<file path="config.mk">
export PLATFORM = sky130hd
export DESIGN_NAME = stroke_dda_interpolator_unit
export DESIGN_NICKNAME = d
export VERILOG_FILES = /design/src/rtl/sdda_pkg.sv /design/src/rtl/stroke_dda_interpolator_unit.sv
export SDC_FILE = /design/constraint.sdc
export NUM_CORES = 2
export LEC_CHECK = 0
export ABC_AREA = 1
export BUFFER_PORTS_ARGS = -buffer_cell sky130_fd_sc_hd__buf_2
export CELL_PAD_IN_SITES_DETAIL_PLACEMENT = 0
export CELL_PAD_IN_SITES_GLOBAL_PLACEMENT = 1
export CORE_MARGIN = 4
export CORE_UTILIZATION = 48
export CTS_CLUSTER_SIZE = 16
export DETAILED_ROUTE_END_ITERATION = 8
export PLACE_DENSITY = 0.91
export SKIP_CTS_REPAIR_TIMING = 1
export SYNTH_ARGS = -nofsm -noshare
export SYNTH_HDL_FRONTEND = slang
export SYNTH_SLANG_ARGS = --single-unit
export TNS_END_PERCENT = 1
</file>
<file path="constraint.sdc">
create_clock -name clk -period 11.1 [get_ports clk]
set_input_delay 1.665 -clock clk [delete_from_list [all_inputs] [get_ports clk]]
set_output_delay 1.665 -clock clk [all_outputs]
set_load 0.05 [all_outputs]
</file>
<file path="src/rtl/sdda_pkg.sv">
// ---------------------------------------------------------------------------
// sdda_pkg: shared types and constants for the stroke DDA interpolator
// Coordinate and fixed-point widths, result flag codes, sequencer states,
// and the saturation and pixel-truncation helpers used by the datapath.
// ---------------------------------------------------------------------------
package sdda_pkg;

    // Field and fixed-point widths
    localparam int COORD_BITS   = 16;                 // whole-pixel coordinate
    localparam int FRAC_BITS    = 8;                  // fraction bits of the pen
    localparam int PEN_BITS     = COORD_BITS + FRAC_BITS;
    localparam int DIFF_BITS    = PEN_BITS + 1;       // pen-to-point difference
    localparam int DIV_BITS     = PEN_BITS + 2;       // rounded slope dividend
    localparam int SUM_BITS     = PEN_BITS + 3;       // pen plus increment
    localparam int PIX_BITS     = COORD_BITS + 1;     // whole-pixel delta
    localparam int BOX_SUM_BITS = COORD_BITS + 2;     // pixel plus twice radius
    localparam int RADIUS_BITS  = 8;
    localparam int INK_BITS     = 32;
    localparam int DIV_CNT_BITS = $clog2(DIV_BITS);

    // One whole pixel in pen units
    localparam logic signed [SUM_BITS-1:0] PEN_UNIT = SUM_BITS'(2 ** FRAC_BITS);

    localparam logic signed [PEN_BITS-1:0] PEN_MIN = {1'b1, {(PEN_BITS-1){1'b0}}};
    localparam logic signed [PEN_BITS-1:0] PEN_MAX = {1'b0, {(PEN_BITS-1){1'b1}}};
    localparam logic signed [COORD_BITS-1:0] COORD_MIN = {1'b1, {(COORD_BITS-1){1'b0}}};
    localparam logic signed [COORD_BITS-1:0] COORD_MAX = {1'b0, {(COORD_BITS-1){1'b1}}};

    // Event codes
    localparam logic OP_START = 1'b0;
    localparam logic OP_ADD   = 1'b1;

    // Result flags
    typedef struct packed {
        logic dot_valid;
        logic accepted;
        logic too_long;
    } flags_t;

    localparam flags_t FLAGS_DOT      = '{dot_valid: 1'b1, accepted: 1'b1, too_long: 1'b0};
    localparam flags_t FLAGS_REPEAT   = '{dot_valid: 1'b0, accepted: 1'b0, too_long: 1'b0};
    localparam flags_t FLAGS_TOO_LONG = '{dot_valid: 1'b0, accepted: 1'b0, too_long: 1'b1};

    // Sequencer states
    typedef enum logic [3:0] {
        S_IDLE,
        S_DELTA,
        S_ORIENT,
        S_ROUND,
        S_DIVIDE,
        S_SLOPE,
        S_STEP,
        S_BORDER,
        S_EMIT,
        S_REPORT
    } state_t;

    // Saturate a widened pen sum back to the pen range
    function automatic logic signed [PEN_BITS-1:0] sat_pen(
        input logic signed [SUM_BITS-1:0] v
    );
        logic [SUM_BITS-PEN_BITS:0] high_bits;
        high_bits = v[SUM_BITS-1:PEN_BITS-1];
        if ((&high_bits) || !(|high_bits))
            return v[PEN_BITS-1:0];
        else if (v[SUM_BITS-1])
            return PEN_MIN;
        else
            return PEN_MAX;
    endfunction

    // Saturate a widened box border back to the coordinate range
    function automatic logic signed [COORD_BITS-1:0] sat_coord(
        input logic signed [BOX_SUM_BITS-1:0] v
    );
        logic [BOX_SUM_BITS-COORD_BITS:0] high_bits;
        high_bits = v[BOX_SUM_BITS-1:COORD_BITS-1];
        if ((&high_bits) || !(|high_bits))
            return v[COORD_BITS-1:0];
        else if (v[BOX_SUM_BITS-1])
            return COORD_MIN;
        else
            return COORD_MAX;
    endfunction

    // Whole pixels of a pen coordinate, truncated toward zero
    function automatic logic signed [COORD_BITS-1:0] pen_to_pixel(
        input logic signed [PEN_BITS-1:0] pen
    );
        logic signed [COORD_BITS-1:0] pix;
        pix = pen[PEN_BITS-1:FRAC_BITS];
        if (pen[PEN_BITS-1] && (|pen[FRAC_BITS-1:0]))
            pix = pix + COORD_BITS'(1);
        return pix;
    endfunction

endpackage

</file>
<file path="src/rtl/stroke_dda_interpolator_unit.sv">
// ---------------------------------------------------------------------------
// stroke_dda_interpolator_unit: pen stroke to dot interpolator
// Turns start and add pen events into dots along the stroke with a DDA walk,
// tracking the pen position in fixed point and the stroke bounding box.
// ---------------------------------------------------------------------------
//
// Channel | Dir | Handshake            | Payload
// --------+-----+----------------------+--------------------------------------
// in      | in  | in_valid / in_stall  | operation point_x point_y radius ink
//         |     |                      | replay
// out     | out | out_valid / out_stall| dot_x dot_y dot_radius dot_ink
//         |     |                      | dot_valid accepted too_long last box_*
//
// A start event or a repeated point goes from the delta state to its report, a
// too-long segment from the orient state. A segment of n dots runs the bit-serial
// restoring divider forming the slope, then two states per dot in the step
// loop (border, then box update with output load and the next pen step).
// Reset (rst_n low) clears the pen and box to zero and empties the output.
// While out_stall holds the output register the sequencer waits in place;
// in_stall is high from the transfer of an event until its last result loads.
// ---------------------------------------------------------------------------
module stroke_dda_interpolator_unit #(
    parameter int MAX_STEPS = 64
) (
    input  logic                                       clk,
    input  logic                                       rst_n,
    // Pen event channel
    input  logic                                       in_valid,
    output logic                                       in_stall,
    input  logic                                       operation,
    input  logic signed [sdda_pkg::COORD_BITS-1:0]     point_x,
    input  logic signed [sdda_pkg::COORD_BITS-1:0]     point_y,
    input  logic        [sdda_pkg::RADIUS_BITS-1:0]    radius,
    input  logic        [sdda_pkg::INK_BITS-1:0]       ink,
    input  logic                                       replay,
    // Dot result channel
    output logic                                       out_valid,
    input  logic                                       out_stall,
    output logic signed [sdda_pkg::PEN_BITS-1:0]       dot_x,
    output logic signed [sdda_pkg::PEN_BITS-1:0]       dot_y,
    output logic        [sdda_pkg::RADIUS_BITS-1:0]    dot_radius,
    output logic        [sdda_pkg::INK_BITS-1:0]       dot_ink,
    output logic                                       dot_valid,
    output logic                                       accepted,
    output logic                                       too_long,
    output logic                                       last,
    output logic signed [sdda_pkg::COORD_BITS-1:0]     box_left,
    output logic signed [sdda_pkg::COORD_BITS-1:0]     box_top,
    output logic signed [sdda_pkg::COORD_BITS-1:0]     box_right,
    output logic signed [sdda_pkg::COORD_BITS-1:0]     box_bottom
);

    import sdda_pkg::*;

    localparam int STEP_BITS = $clog2(MAX_STEPS + 1);
    localparam int REM_BITS  = STEP_BITS + 2;

    // Sequencer
    state_t state_reg;
    state_t state_next;

    // Captured event
    logic                           op_reg;
    logic signed [COORD_BITS-1:0]   px_reg;
    logic signed [COORD_BITS-1:0]   py_reg;
    logic [RADIUS_BITS-1:0]         radius_reg;
    logic [INK_BITS-1:0]            ink_reg;
    logic                           replay_reg;

    // Pen and bounding box state
    logic signed [PEN_BITS-1:0]     pen_x_reg;
    logic signed [PEN_BITS-1:0]     pen_y_reg;
    logic signed [COORD_BITS-1:0]   left_edge_reg;
    logic signed [COORD_BITS-1:0]   top_edge_reg;
    logic signed [COORD_BITS-1:0]   right_edge_reg;
    logic signed [COORD_BITS-1:0]   bottom_edge_reg;

    // Segment set-up
    logic signed [DIFF_BITS-1:0]    diff_x_reg;
    logic signed [DIFF_BITS-1:0]    diff_y_reg;
    logic signed [PIX_BITS-1:0]     pix_x_reg;
    logic signed [PIX_BITS-1:0]     pix_y_reg;
    logic                           xmajor_reg;
    logic [STEP_BITS-1:0]           dmaj_reg;
    logic [DIFF_BITS-1:0]           mag_reg;
    logic                           minor_neg_reg;
    flags_t                         flags_reg;

    // Divider and step loop
    logic [DIV_BITS-1:0]            div_q_reg;
    logic [REM_BITS-2:0]            div_rem_reg;
    logic [DIV_CNT_BITS-1:0]        div_cnt_reg;
    logic signed [DIV_BITS-1:0]     slope_reg;
    logic [STEP_BITS-1:0]           step_cnt_reg;
    logic                           right_reg;
    logic                           down_reg;
    logic signed [COORD_BITS-1:0]   bx_reg;
    logic signed [COORD_BITS-1:0]   by_reg;

    // Output register
    logic                           out_valid_reg;
    logic signed [PEN_BITS-1:0]     dot_x_reg;
    logic signed [PEN_BITS-1:0]     dot_y_reg;
    logic [RADIUS_BITS-1:0]         dot_radius_reg;
    logic [INK_BITS-1:0]            dot_ink_reg;
    logic                           dot_valid_reg;
    logic                           accepted_reg;
    logic                           too_long_reg;
    logic                           last_reg;
    logic signed [COORD_BITS-1:0]   box_left_reg;
    logic signed [COORD_BITS-1:0]   box_top_reg;
    logic signed [COORD_BITS-1:0]   box_right_reg;
    logic signed [COORD_BITS-1:0]   box_bottom_reg;

    // Combinational datapath
    logic                           out_free;
    logic                           load_report;
    logic                           load_dot;
    logic signed [PEN_BITS-1:0]     fx_w;
    logic signed [PEN_BITS-1:0]     fy_w;
    logic signed [COORD_BITS-1:0]   pen_pix_x_w;
    logic signed [COORD_BITS-1:0]   pen_pix_y_w;
    logic signed [DIFF_BITS-1:0]    diff_x_w;
    logic signed [DIFF_BITS-1:0]    diff_y_w;
    logic signed [PIX_BITS-1:0]     pix_x_w;
    logic signed [PIX_BITS-1:0]     pix_y_w;
    logic                           same_w;
    logic signed [BOX_SUM_BITS-1:0] twice_r_w;
    logic signed [COORD_BITS-1:0]   start_right_w;
    logic signed [COORD_BITS-1:0]   start_bottom_w;
    logic signed [PIX_BITS-1:0]     dx_adj_w;
    logic signed [PIX_BITS-1:0]     dy_adj_w;
    logic [PIX_BITS-1:0]            adx_w;
    logic [PIX_BITS-1:0]            ady_w;
    logic                           xmajor_w;
    logic [PIX_BITS-1:0]            dmaj_w;
    logic                           too_long_w;
    logic signed [DIFF_BITS-1:0]    minor_w;
    logic [DIFF_BITS-1:0]           mag_w;
    logic [REM_BITS-1:0]            rem_shift_w;
    logic [REM_BITS-1:0]            den_w;
    logic                           rem_ge_w;
    logic [REM_BITS-1:0]            rem_sub_w;
    logic                           div_done_w;
    logic                           right_w;
    logic                           down_w;
    logic signed [SUM_BITS-1:0]     slope_ext_w;
    logic signed [SUM_BITS-1:0]     x_inc_w;
    logic signed [SUM_BITS-1:0]     y_inc_w;
    logic signed [PEN_BITS-1:0]     x_step_w;
    logic signed [PEN_BITS-1:0]     y_step_w;
    logic signed [COORD_BITS-1:0]   bx_w;
    logic signed [COORD_BITS-1:0]   by_w;
    logic signed [COORD_BITS-1:0]   new_left_w;
    logic signed [COORD_BITS-1:0]   new_top_w;
    logic signed [COORD_BITS-1:0]   new_right_w;
    logic signed [COORD_BITS-1:0]   new_bottom_w;
    logic                           last_step_w;

    // Handshake
    assign in_stall = (state_reg != S_IDLE);
    assign out_free = !out_valid_reg || !out_stall;

    // Target point in pen units and deltas from the pen
    assign fx_w        = $signed({px_reg, {FRAC_BITS{1'b0}}});
    assign fy_w        = $signed({py_reg, {FRAC_BITS{1'b0}}});
    assign pen_pix_x_w = pen_to_pixel(pen_x_reg);
    assign pen_pix_y_w = pen_to_pixel(pen_y_reg);
    assign diff_x_w    = $signed({fx_w[PEN_BITS-1], fx_w})
                       - $signed({pen_x_reg[PEN_BITS-1], pen_x_reg});
    assign diff_y_w    = $signed({fy_w[PEN_BITS-1], fy_w})
                       - $signed({pen_y_reg[PEN_BITS-1], pen_y_reg});
    assign pix_x_w     = $signed({px_reg[COORD_BITS-1], px_reg})
                       - $signed({pen_pix_x_w[COORD_BITS-1], pen_pix_x_w});
    assign pix_y_w     = $signed({py_reg[COORD_BITS-1], py_reg})
                       - $signed({pen_pix_y_w[COORD_BITS-1], pen_pix_y_w});
    assign same_w      = (fx_w == pen_x_reg) && (fy_w == pen_y_reg);

    // Start box: point plus twice the radius
    assign twice_r_w      = $signed({{(BOX_SUM_BITS-RADIUS_BITS-1){1'b0}}, radius_reg, 1'b0});
    assign start_right_w  = sat_coord($signed({{2{px_reg[COORD_BITS-1]}}, px_reg}) + twice_r_w);
    assign start_bottom_w = sat_coord($signed({{2{py_reg[COORD_BITS-1]}}, py_reg}) + twice_r_w);

    // Pick the major axis; a sub-pixel move still counts as one pixel
    always_comb
    begin
        dx_adj_w = pix_x_reg;
        dy_adj_w = pix_y_reg;
        if ((diff_x_reg != '0) && (pix_x_reg == '0))
            dx_adj_w = diff_x_reg[DIFF_BITS-1] ? '1 : PIX_BITS'(1);
        if ((diff_y_reg != '0) && (pix_y_reg == '0))
            dy_adj_w = diff_y_reg[DIFF_BITS-1] ? '1 : PIX_BITS'(1);
    end

    assign adx_w      = dx_adj_w[PIX_BITS-1] ? $unsigned(-dx_adj_w) : $unsigned(dx_adj_w);
    assign ady_w      = dy_adj_w[PIX_BITS-1] ? $unsigned(-dy_adj_w) : $unsigned(dy_adj_w);
    assign xmajor_w   = (adx_w != '0) && (adx_w >= ady_w);
    assign dmaj_w     = xmajor_w ? adx_w : ady_w;
    assign too_long_w = dmaj_w > PIX_BITS'(MAX_STEPS);
    assign minor_w    = xmajor_w ? diff_y_reg : diff_x_reg;
    assign mag_w      = minor_w[DIFF_BITS-1] ? $unsigned(-minor_w) : $unsigned(minor_w);

    // Restoring divider: one quotient bit per cycle
    assign rem_shift_w = {div_rem_reg, div_q_reg[DIV_BITS-1]};
    assign den_w       = {1'b0, dmaj_reg, 1'b0};
    assign rem_ge_w    = rem_shift_w >= den_w;
    assign rem_sub_w   = rem_shift_w - den_w;
    assign div_done_w  = (div_cnt_reg == DIV_CNT_BITS'(DIV_BITS - 1));

    // Pen step: one pixel on the major axis, the slope on the minor
    assign right_w     = pen_x_reg < fx_w;
    assign down_w      = pen_y_reg < fy_w;
    assign slope_ext_w = $signed({{(SUM_BITS-DIV_BITS){slope_reg[DIV_BITS-1]}}, slope_reg});
    assign x_inc_w     = xmajor_reg ? (right_w ? PEN_UNIT : -PEN_UNIT) : slope_ext_w;
    assign y_inc_w     = xmajor_reg ? slope_ext_w : (down_w ? PEN_UNIT : -PEN_UNIT);
    assign x_step_w    = sat_pen($signed({{(SUM_BITS-PEN_BITS){pen_x_reg[PEN_BITS-1]}},
                                          pen_x_reg}) + x_inc_w);
    assign y_step_w    = sat_pen($signed({{(SUM_BITS-PEN_BITS){pen_y_reg[PEN_BITS-1]}},
                                          pen_y_reg}) + y_inc_w);

    // Dot border in the direction of travel
    assign bx_w = sat_coord($signed({{(BOX_SUM_BITS-COORD_BITS){pen_pix_x_w[COORD_BITS-1]}},
                                     pen_pix_x_w}) + (right_reg ? twice_r_w : '0));
    assign by_w = sat_coord($signed({{(BOX_SUM_BITS-COORD_BITS){pen_pix_y_w[COORD_BITS-1]}},
                                     pen_pix_y_w}) + (down_reg ? twice_r_w : '0));

    // Stretched box, held when the event is a replay
    assign new_left_w   = (!replay_reg && (bx_reg < left_edge_reg))   ? bx_reg : left_edge_reg;
    assign new_right_w  = (!replay_reg && (bx_reg > right_edge_reg))  ? bx_reg : right_edge_reg;
    assign new_top_w    = (!replay_reg && (by_reg < top_edge_reg))    ? by_reg : top_edge_reg;
    assign new_bottom_w = (!replay_reg && (by_reg > bottom_edge_reg)) ? by_reg : bottom_edge_reg;

    assign last_step_w = ((step_cnt_reg + STEP_BITS'(1)) == dmaj_reg);

    // Next state and output loads
    always_comb
    begin
        state_next  = state_reg;
        load_report = 1'b0;
        load_dot    = 1'b0;
        case (state_reg)
            S_IDLE:
            begin
                if (in_valid)
                    state_next = S_DELTA;
            end
            S_DELTA:
            begin
                if ((op_reg == OP_START) || same_w)
                    state_next = S_REPORT;
                else
                    state_next = S_ORIENT;
            end
            S_ORIENT:
            begin
                state_next = too_long_w ? S_REPORT : S_ROUND;
            end
            S_ROUND:
            begin
                state_next = S_DIVIDE;
            end
            S_DIVIDE:
            begin
                if (div_done_w)
                    state_next = S_SLOPE;
            end
            S_SLOPE:
            begin
                state_next = S_STEP;
            end
            S_STEP:
            begin
                state_next = S_BORDER;
            end
            S_BORDER:
            begin
                state_next = S_EMIT;
            end
            S_EMIT:
            begin
                if (out_free)
                begin
                    load_dot   = 1'b1;
                    state_next = last_step_w ? S_IDLE : S_BORDER;
                end
            end
            S_REPORT:
            begin
                if (out_free)
                begin
                    load_report = 1'b1;
                    state_next  = S_IDLE;
                end
            end
            default:
            begin
                state_next = S_IDLE;
            end
        endcase
    end

    // State register
    always_ff @(posedge clk or negedge rst_n)
    begin
        if (!rst_n)
            state_reg <= S_IDLE;
        else
            state_reg <= state_next;
    end

    // Pen, box and output valid
    always_ff @(posedge clk or negedge rst_n)
    begin
        if (!rst_n)
        begin
            pen_x_reg       <= '0;
            pen_y_reg       <= '0;
            left_edge_reg   <= '0;
            top_edge_reg    <= '0;
            right_edge_reg  <= '0;
            bottom_edge_reg <= '0;
            out_valid_reg   <= 1'b0;
        end
        else
        begin
            // drop the result once transferred, raise it when one loads
            if (load_report || load_dot)
                out_valid_reg <= 1'b1;
            else if (out_valid_reg && !out_stall)
                out_valid_reg <= 1'b0;

            // place the pen and reset the box on a start event
            if ((state_reg == S_DELTA) && (op_reg == OP_START))
            begin
                pen_x_reg       <= fx_w;
                pen_y_reg       <= fy_w;
                left_edge_reg   <= px_reg;
                top_edge_reg    <= py_reg;
                right_edge_reg  <= start_right_w;
                bottom_edge_reg <= start_bottom_w;
            end

            // first pen step of a segment
            if (state_reg == S_STEP)
            begin
                pen_x_reg <= x_step_w;
                pen_y_reg <= y_step_w;
            end

            // commit the box; advance the pen, or snap it to the point at the end
            if (load_dot)
            begin
                left_edge_reg   <= new_left_w;
                top_edge_reg    <= new_top_w;
                right_edge_reg  <= new_right_w;
                bottom_edge_reg <= new_bottom_w;
                if (last_step_w)
                begin
                    pen_x_reg <= fx_w;
                    pen_y_reg <= fy_w;
                end
                else
                begin
                    pen_x_reg <= x_step_w;
                    pen_y_reg <= y_step_w;
                end
            end
        end
    end

    // Datapath registers
    always_ff @(posedge clk)
    begin
        case (state_reg)
            S_IDLE:
            begin
                // hold the event on transfer
                if (in_valid)
                begin
                    op_reg     <= operation;
                    px_reg     <= point_x;
                    py_reg     <= point_y;
                    radius_reg <= radius;
                    ink_reg    <= ink;
                    replay_reg <= replay;
                end
            end
            S_DELTA:
            begin
                diff_x_reg <= diff_x_w;
                diff_y_reg <= diff_y_w;
                pix_x_reg  <= pix_x_w;
                pix_y_reg  <= pix_y_w;
                flags_reg  <= (op_reg == OP_START) ? FLAGS_DOT : FLAGS_REPEAT;
            end
            S_ORIENT:
            begin
                xmajor_reg    <= xmajor_w;
                dmaj_reg      <= dmaj_w[STEP_BITS-1:0];
                mag_reg       <= mag_w;
                minor_neg_reg <= minor_w[DIFF_BITS-1];
                flags_reg     <= FLAGS_TOO_LONG;
            end
            S_ROUND:
            begin
                // round to nearest: (2 * |minor| + major) / (2 * major)
                div_q_reg   <= {mag_reg, 1'b0} + DIV_BITS'(dmaj_reg);
                div_rem_reg <= '0;
                div_cnt_reg <= '0;
            end
            S_DIVIDE:
            begin
                div_q_reg   <= {div_q_reg[DIV_BITS-2:0], rem_ge_w};
                div_rem_reg <= rem_ge_w ? rem_sub_w[REM_BITS-2:0] : rem_shift_w[REM_BITS-2:0];
                div_cnt_reg <= div_cnt_reg + DIV_CNT_BITS'(1);
            end
            S_SLOPE:
            begin
                slope_reg    <= minor_neg_reg ? (DIV_BITS'(0) - div_q_reg) : div_q_reg;
                step_cnt_reg <= '0;
            end
            S_STEP:
            begin
                right_reg <= right_w;
                down_reg  <= down_w;
            end
            S_BORDER:
            begin
                bx_reg <= bx_w;
                by_reg <= by_w;
            end
            S_EMIT:
            begin
                // advance to the next dot
                if (out_free && !last_step_w)
                begin
                    right_reg    <= right_w;
                    down_reg     <= down_w;
                    step_cnt_reg <= step_cnt_reg + STEP_BITS'(1);
                end
            end
            default:
            begin
            end
        endcase

        // Load the output register
        if (load_report || load_dot)
        begin
            dot_x_reg      <= pen_x_reg;
            dot_y_reg      <= pen_y_reg;
            dot_radius_reg <= radius_reg;
            dot_ink_reg    <= ink_reg;
            dot_valid_reg  <= load_dot ? FLAGS_DOT.dot_valid : flags_reg.dot_valid;
            accepted_reg   <= load_dot ? FLAGS_DOT.accepted  : flags_reg.accepted;
            too_long_reg   <= load_dot ? FLAGS_DOT.too_long  : flags_reg.too_long;
            last_reg       <= load_report || last_step_w;
            box_left_reg   <= load_dot ? new_left_w   : left_edge_reg;
            box_top_reg    <= load_dot ? new_top_w    : top_edge_reg;
            box_right_reg  <= load_dot ? new_right_w  : right_edge_reg;
            box_bottom_reg <= load_dot ? new_bottom_w : bottom_edge_reg;
        end
    end

    // Output ports
    assign out_valid  = out_valid_reg;
    assign dot_x      = dot_x_reg;
    assign dot_y      = dot_y_reg;
    assign dot_radius = dot_radius_reg;
    assign dot_ink    = dot_ink_reg;
    assign dot_valid  = dot_valid_reg;
    assign accepted   = accepted_reg;
    assign too_long   = too_long_reg;
    assign last       = last_reg;
    assign box_left   = box_left_reg;
    assign box_top    = box_top_reg;
    assign box_right  = box_right_reg;
    assign box_bottom = box_bottom_reg;

`ifndef NO_ASSERTIONS
    // Divider remainder stays below the divisor
    assert property (@(posedge clk) disable iff (!rst_n)
        (state_reg == S_DIVIDE) |-> ({1'b0, div_rem_reg} < den_w))
    else $error("divider remainder not below divisor");

    // A segment that reaches the divider has at least one step
    assert property (@(posedge clk) disable iff (!rst_n)
        (state_reg == S_ROUND) |-> (dmaj_reg != '0))
    else $error("segment with zero major steps");

    // Step count stays inside the segment during the dot loop
    assert property (@(posedge clk) disable iff (!rst_n)
        ((state_reg == S_BORDER) || (state_reg == S_EMIT)) |-> (step_cnt_reg < dmaj_reg))
    else $error("step count ran past the segment");

    // A rejected segment carries no dot and closes its event
    assert property (@(posedge clk) disable iff (!rst_n)
        (out_valid_reg && too_long_reg) |-> (!dot_valid_reg && !accepted_reg && last_reg))
    else $error("too-long result with a dot or not last");
`endif

endmodule

</file>
Yosys cells after proc, flatten, opt, wreduce, memory -nomap -nowiden

Cells that the tools add are included.

Output and inout port bits: 158
Bits of input ports: 78
Register bits: 574
Word-level logic and storage cells: 239

Add/sub/neg operators: 20
Equal/unequal tests: 18
Magnitude comparators: 9
Bitwise operators: 1
Reduce and logical (&&, ||, !) cells: 65
Multiplexer cells: 79

Operators by type and width:

| operator              | count |
|---|---|
| $mux 16               | 26 |
| $mux 24               | 13 |
| $mux 17               | 7 |
| $mux 27               | 4 |
| $add 16x10->17        | 4 |
| $add 24x27->27        | 2 |
| $pmux 26 s2           | 1 |
| $reduce_bool 25->1    | 2 |
| $sub 24x24->25        | 2 |
| $eq 24x24->1          | 2 |
| $lt 24x24->1          | 2 |
| $pmux 4 s10           | 1 |
| $logic_not 17->1      | 2 |
| $neg 17->17           | 2 |
| $sub 16x16->17        | 2 |
| $add 16x2->16 const B | 2 |
| $gt 16x16->1          | 2 |
| $lt 16x16->1          | 2 |
| $add 26x7->26         | 1 |
| $mux 26               | 1 |
| $sub 1x26->26 const A | 1 |
| $mux 25               | 1 |
| $neg 25->25           | 1 |
| $mux 4                | 6 |
| 38 further kinds      | 103 |

Logic depth before layout (Yosys ltp)

Word-level depth: 11
Mapped depth: 42
Gate-level depth less buffers: 40

Worst setup path before layout

No wires, ideal clock.

Path type: input to register
Start: input out_stall
End: register box_bottom_reg[0], in the netlist box_bottom[0] (enable)
Stages on the path: 3
Data required time: 10,428 ps
Path buffers: 0
Arrival: 8,289 ps
Slack: 2,140 ps
Setup time: 672 ps
Cell sequence: nand2_1 > inv_1 > nor2_1

Longest elaborated chain between the ends: 5
Elaborated cells on any way between the ends: 6
Classes of those cells: mux (3); reduce/logical (3)

RTL lines:

| element              | RTL line                                                                 | source |
|---|---|---|
| from (decl)          | stroke_dda_interpolator_unit.sv:38                                       | `input logic out_stall,` |
| $logic_not 1->1 (*)  | stroke_dda_interpolator_unit.sv:162                                      | `assign out_free = !out_valid_reg \|\| !out_stall;` |
| $logic_or 1x1->1 (*) | stroke_dda_interpolator_unit.sv:162                                      |  |
| $mux 1 (*)           | stroke_dda_interpolator_unit.sv:281, stroke_dda_interpolator_unit.sv:289 |  |
| $mux 1               | stroke_dda_interpolator_unit.sv:241                                      | `case (state_reg)` |
| $logic_or 1x1->1 (*) | stroke_dda_interpolator_unit.sv:448                                      | `if (load_report \|\| load_dot)` |
| to (signal assigned) | stroke_dda_interpolator_unit.sv:461                                      | `box_bottom_reg <= load_dot ? new_bottom_w : bottom_edge_reg;` |
| to (decl)            | stroke_dda_interpolator_unit.sv:113                                      | `logic signed [COORD_BITS-1:0] box_bottom_reg;` |

Mark *: on every way between the ends. The rest lies on a longest branch, timed or not.
A chain may end at the register's enable or synchronous reset.

Worst setup path in the final report

Start: register pen_y_reg[1]
End: register pen_y_reg[19]

Longest elaborated chain between the ends: 10
Elaborated cells on any way between the ends: 13
Classes of those cells: add/sub (1); order compare (1); mux (7); reduce/logical (4)

RTL lines:

| element                           | RTL line                                                                 | source |
|---|---|---|
| from (decl)                       | stroke_dda_interpolator_unit.sv:72                                       | `logic signed [PEN_BITS-1:0] pen_y_reg;` |
| from (signal assigned)            | stroke_dda_interpolator_unit.sv:336                                      | `pen_y_reg <= fy_w;` |
| from (signal assigned)            | stroke_dda_interpolator_unit.sv:347                                      | `pen_y_reg <= y_step_w;` |
| from (signal assigned)            | stroke_dda_interpolator_unit.sv:360                                      | `pen_y_reg <= fy_w;` |
| $lt 24x24->1 (*)                  | stroke_dda_interpolator_unit.sv:212                                      | `assign down_w = pen_y_reg < fy_w;` |
| net down_w                        | stroke_dda_interpolator_unit.sv:146                                      | `logic down_w;` |
| $mux 27 (*) (2 in series)         | stroke_dda_interpolator_unit.sv:215                                      | `assign y_inc_w = xmajor_reg ? slope_ext_w : (down_w ? PEN_UNIT : -PEN_UNIT);` |
| $add 24x27->27 (*)                | stroke_dda_interpolator_unit.sv:219                                      | `pen_y_reg}) + y_inc_w);` |
| $reduce_or 4->1                   | sdda_pkg.sv:64                                                           | `if ((&high_bits) \|\| !(\|high_bits))` |
| $logic_not 1->1                   | sdda_pkg.sv:64                                                           |  |
| $logic_or 1x1->1                  | sdda_pkg.sv:64                                                           |  |
| $mux 24 (*)                       | sdda_pkg.sv:64                                                           |  |
| $mux 24, on equally long branches | stroke_dda_interpolator_unit.sv:344, stroke_dda_interpolator_unit.sv:357 |  |
| $mux 24 (*)                       | stroke_dda_interpolator_unit.sv:351                                      | `if (load_dot)` |

The timed path passes the listed nets; every way through them passes the cells marked *.

==> tab_implementation.tex <==
\begin{tabular}{lr}
\hline
Metric & Value \\
\hline
\multicolumn{2}{l}{\textbf{STA}} \\
Worst setup skew after layout & 34.4 ps \\
Unrepaired setup endpoints after global routing & no \\
Number of pins with negative max-slew slack in the final report & 0 \\
Finish-stage setup viols & 0 \\
Hold violation total from the final report & 0 \\
Tightest slew margin relative to the limit & 15.9\% \\
Highest Clock Rate & 149 MHz \\
Shortest period the worst path allows & 6710 ps \\
Ratio of final minimum period to clock period & 60.5\% \\
Final TNS setup & 0 ps \\
Transition time at the pin with the least slew margin & 1250 ps \\
\multicolumn{2}{l}{\textbf{Worst hold path}} \\
Worst Hold Depth & 0 \\
Worst min path class & flop to flop \\
\multicolumn{2}{l}{\textbf{Logic synthesis}} \\
Multiplexer area fraction after synthesis & 0\% \\
Number of library cell types mapped by synthesis & 70 \\
Post-synthesis async set-or-reset flop share & 20.5\% \\
Synthesized-area fraction occupied by xor and xnor cells & approximately 6.4\% \\
Post-synthesis register bit count & 572 \\
Post-synth net total & roughly 4400 \\
Most instantiated flip-flop cell in the synthesis netlist & sky130\_fd\_sc\_hd\_\_edfxtp\_1 \\
Dominant combinational cell family by area after synthesis & simple AND/OR/NAND/NOR gates \\
Compound-gate portion of the synthesized area & 13.2\% \\
Cells after synthesis & 4092 \\
Synthesis warning total & 0 \\
Syn\_area\_per\_cell & just under 9 µm² \\
Synth Area in Adders & 9.36\% \\
Number of enable-type register cells in the synthesized netlist & 455 \\
Sequential cell area fraction in the yosys report & 46.3\% \\
Summed instance area of the synthesized netlist & 35800 µm² \\
Simple logic cell fraction of the synthesized area & 17.4\% \\
\multicolumn{2}{l}{\textbf{Floorplan}} \\
I/O pin count & 236 \\
Die area & 79100 µm² \\
Die span in y & 281 µm \\
Placeable Area & $\sim$73000 µm² \\
Horizontal die dimension & roughly 280 µm \\
Initial cell density of the core & 48.8\% \\
Number of rows in the core area & slightly below 100 \\
\multicolumn{2}{l}{\textbf{Layout}} \\
Layout area overhead & 12.6\% \\
Net total in the final layout & 4657 \\
Most common library cell in the layout ignoring fill and taps & sky130\_fd\_sc\_hd\_\_nand2\_1 \\
Commonest cells after routing, fill and taps aside & 739 x sky130\_fd\_sc\_hd\_\_nand2\_1, 543 x sky130\_fd\_sc\_hd\_\_inv\_1, 455 x sky130\_fd\_sc\_hd\_\_edfxtp\_1 \\
Share of final-layout standard cells stronger than drive strength 1 & 10.2\% \\
Filler instances & 6618 \\
\multicolumn{2}{l}{\textbf{Setup path}} \\
Highest cell delay on the worst timing path & 580 ps \\
CP dominant cell by count & sky130\_fd\_sc\_hd\_\_nand2\_1 \\
Crit end category & flop \\
Slowest cell on the critical path & sky130\_fd\_sc\_hd\_\_inv\_1 \\
Critical path fanouts, max & 20 \\
Endpoint arrival time on the critical path & just over 7000 ps \\
Kind of start point of the critical path & flop \\
Count of cells along the worst register-to-register path & 34 \\
Endpoint required time on the critical path & $\sim$12000 ps \\
Critical setup path kind & flop to flop \\
\multicolumn{2}{l}{\textbf{CTS}} \\
Maximum level of the CTS H-tree & 3 \\
Clock-pin transition on the worst setup and hold timing paths & $\sim$60 ps \\
Count of clock tree sinks & 572 \\
Number of buffers created by CTS & 69 \\
Clk Tree Root Cell & sky130\_fd\_sc\_hd\_\_clkbuf\_16 \\
Clk buf depth & 3 \\
Worst-skew pair later-pin latency & 640 ps \\
TritonCTS clock tree & built \\
\multicolumn{2}{l}{\textbf{Status}} \\
Result of the run & finished clean \\
\multicolumn{2}{l}{\textbf{Route}} \\
Number of DRC violations after detailed-routing iteration 0 & 2759 \\
DRC & 0 \\
WL/cell & 20.1 µm \\
Mean number of vias per cell & 5.52 \\
Count of nets left with antenna violations after detail routing & 0 \\
Total routed wirelength & 107000 µm \\
Pre-Repair DR Iteration Count & 6 \\
Total vias in the final route & a little under 30000 \\
\multicolumn{2}{l}{\textbf{GRT}} \\
Aggregate global routing overflow & 0 \\
Vias in the first global route & 27900 \\
Wire length of the first global-routing pass & 164000 µm \\
Initial antenna violation count & 5 \\
All-Layer GR Usage & 26.8\% \\
Maximum number of pins on one net before global-route repair & 100 \\
\multicolumn{2}{l}{\textbf{Placed design}} \\
Final weighted congestion of routability-driven global placement & 0.969 \\
\# port buffers & between 200 and 250 \\
Post-DP HPWL & about 81000 µm \\
\multicolumn{2}{l}{\textbf{Flow run}} \\
Max-Cap Viols & 0 \\
\hline
\end{tabular}
-- stage by stage --
stage / cells / worst slack [ps] / area, µm² / util (%) / hold slack, ps
6_report: 5336 / 4390 / 40300 / 54.9 / 414
5_1_grt: 5335 / 3700 / 40300 / 54.9 / 422
4_1_cts: 5332 / 4450 / 40300 / 54.9 / 417
3_5_place_dp: 5205 / 4460 / 38000 / 51.7 / 405
3_3_place_gp: 5205 / 4470 / 38000 / 51.7 / 400
2_1_floorplan: 4092 / 2140 / 35800 / - / 400
-- kinds of logic after synthesis --
family | after synthesis
simple gates | 1458
buf+inv | 670
flops | 572
compound gates | 868
xor+xnor | 262
fa+ha+maj | 262
-- synthesized netlist by cell type, types with 42 or more instances --
cell type	instances	share of area [%]
sky130_fd_sc_hd__inv_1	544	5.7
sky130_fd_sc_hd__nor2_1	350	3.7
sky130_fd_sc_hd__xnor2_1	66	1.6
sky130_fd_sc_hd__ha_1	252	8.8
sky130_fd_sc_hd__nor3_1	46	0.64
sky130_fd_sc_hd__clkbuf_1	81	0.85
sky130_fd_sc_hd__edfxtp_1	455	38
sky130_fd_sc_hd__nand3_1	185	2.6
sky130_fd_sc_hd__a21oi_1	320	4.5
sky130_fd_sc_hd__nand4_1	42	0.73
sky130_fd_sc_hd__o21ai_0	384	5.4
sky130_fd_sc_hd__xor2_1	195	4.8
sky130_fd_sc_hd__nand2_1	740	7.8
sky130_fd_sc_hd__dfrtp_1	117	8.2
-- worst paths after layout --
check / slack [ps] / endpoint / from
max: 4390 / pen_y_reg[19]$_DFFE_PN0P_ / pen_y_reg[1]$_DFFE_PN0P_
min: 410 / dot_ink[31]$_DFFE_PP_ / ink_reg[31]$_DFFE_PP_
max reg2reg: 4390 / pen_y_reg[19]$_DFFE_PN0P_ / pen_y_reg[1]$_DFFE_PN0P_
min reg2reg: 410 / dot_ink[31]$_DFFE_PP_ / ink_reg[31]$_DFFE_PP_
max in group asynchronous: 8560 / pen_y_reg[0]$_DFFE_PN0P_ / rst_n
min in group asynchronous: 990 / left_edge_reg[12]$_DFFE_PN0P_ / rst_n
-- layout make-up --
type | instances | area [µm²] | share of cell area (%)
Clock buffer | 93 | 1860 | 4.60
Inverter | 560 | 2100 | 5.21
Multi-Input combinational cell | 2850 | 16700 | 41.4
Antenna cell | 4 | 10.0 | 0.0248
Tap cell | 959 | 1200 | 2.97
Sequential cell | 572 | 16600 | 41.1
Clock inverter | 34 | 472 | 1.17
Timing Repair Buffer | 264 | 1400 | 3.47
-- per-layer routing --
| metal | wire length, µm | global-route usage [%] | vias up |
|---|---|---|---|
| met5 | 20 | 0 | - |
| met4 | 3810 | 9.98 | 2 |
| met3 | 8110 | 4.10 | 191 |
| met2 | 49300 | 43.0 | 1131 |
| met1 | 46100 | 36.9 | 13800 |
| li1 | - | - | 14300 |
-- worst max-delay path: cells and delay by family, from the launching register on --
kind / cells / cell delay, ps
simple gates: 15 / 2210
buf+inv: 4 / 860
compound gates: 13 / 2470
flops: 1 / 450
fa+ha+maj: 1 / 330
xor+xnor: 1 / 200
Power is left out: the tool's default activity adds up to more than one toggle a clock period on the data nets, which glitch-free logic cannot reach.
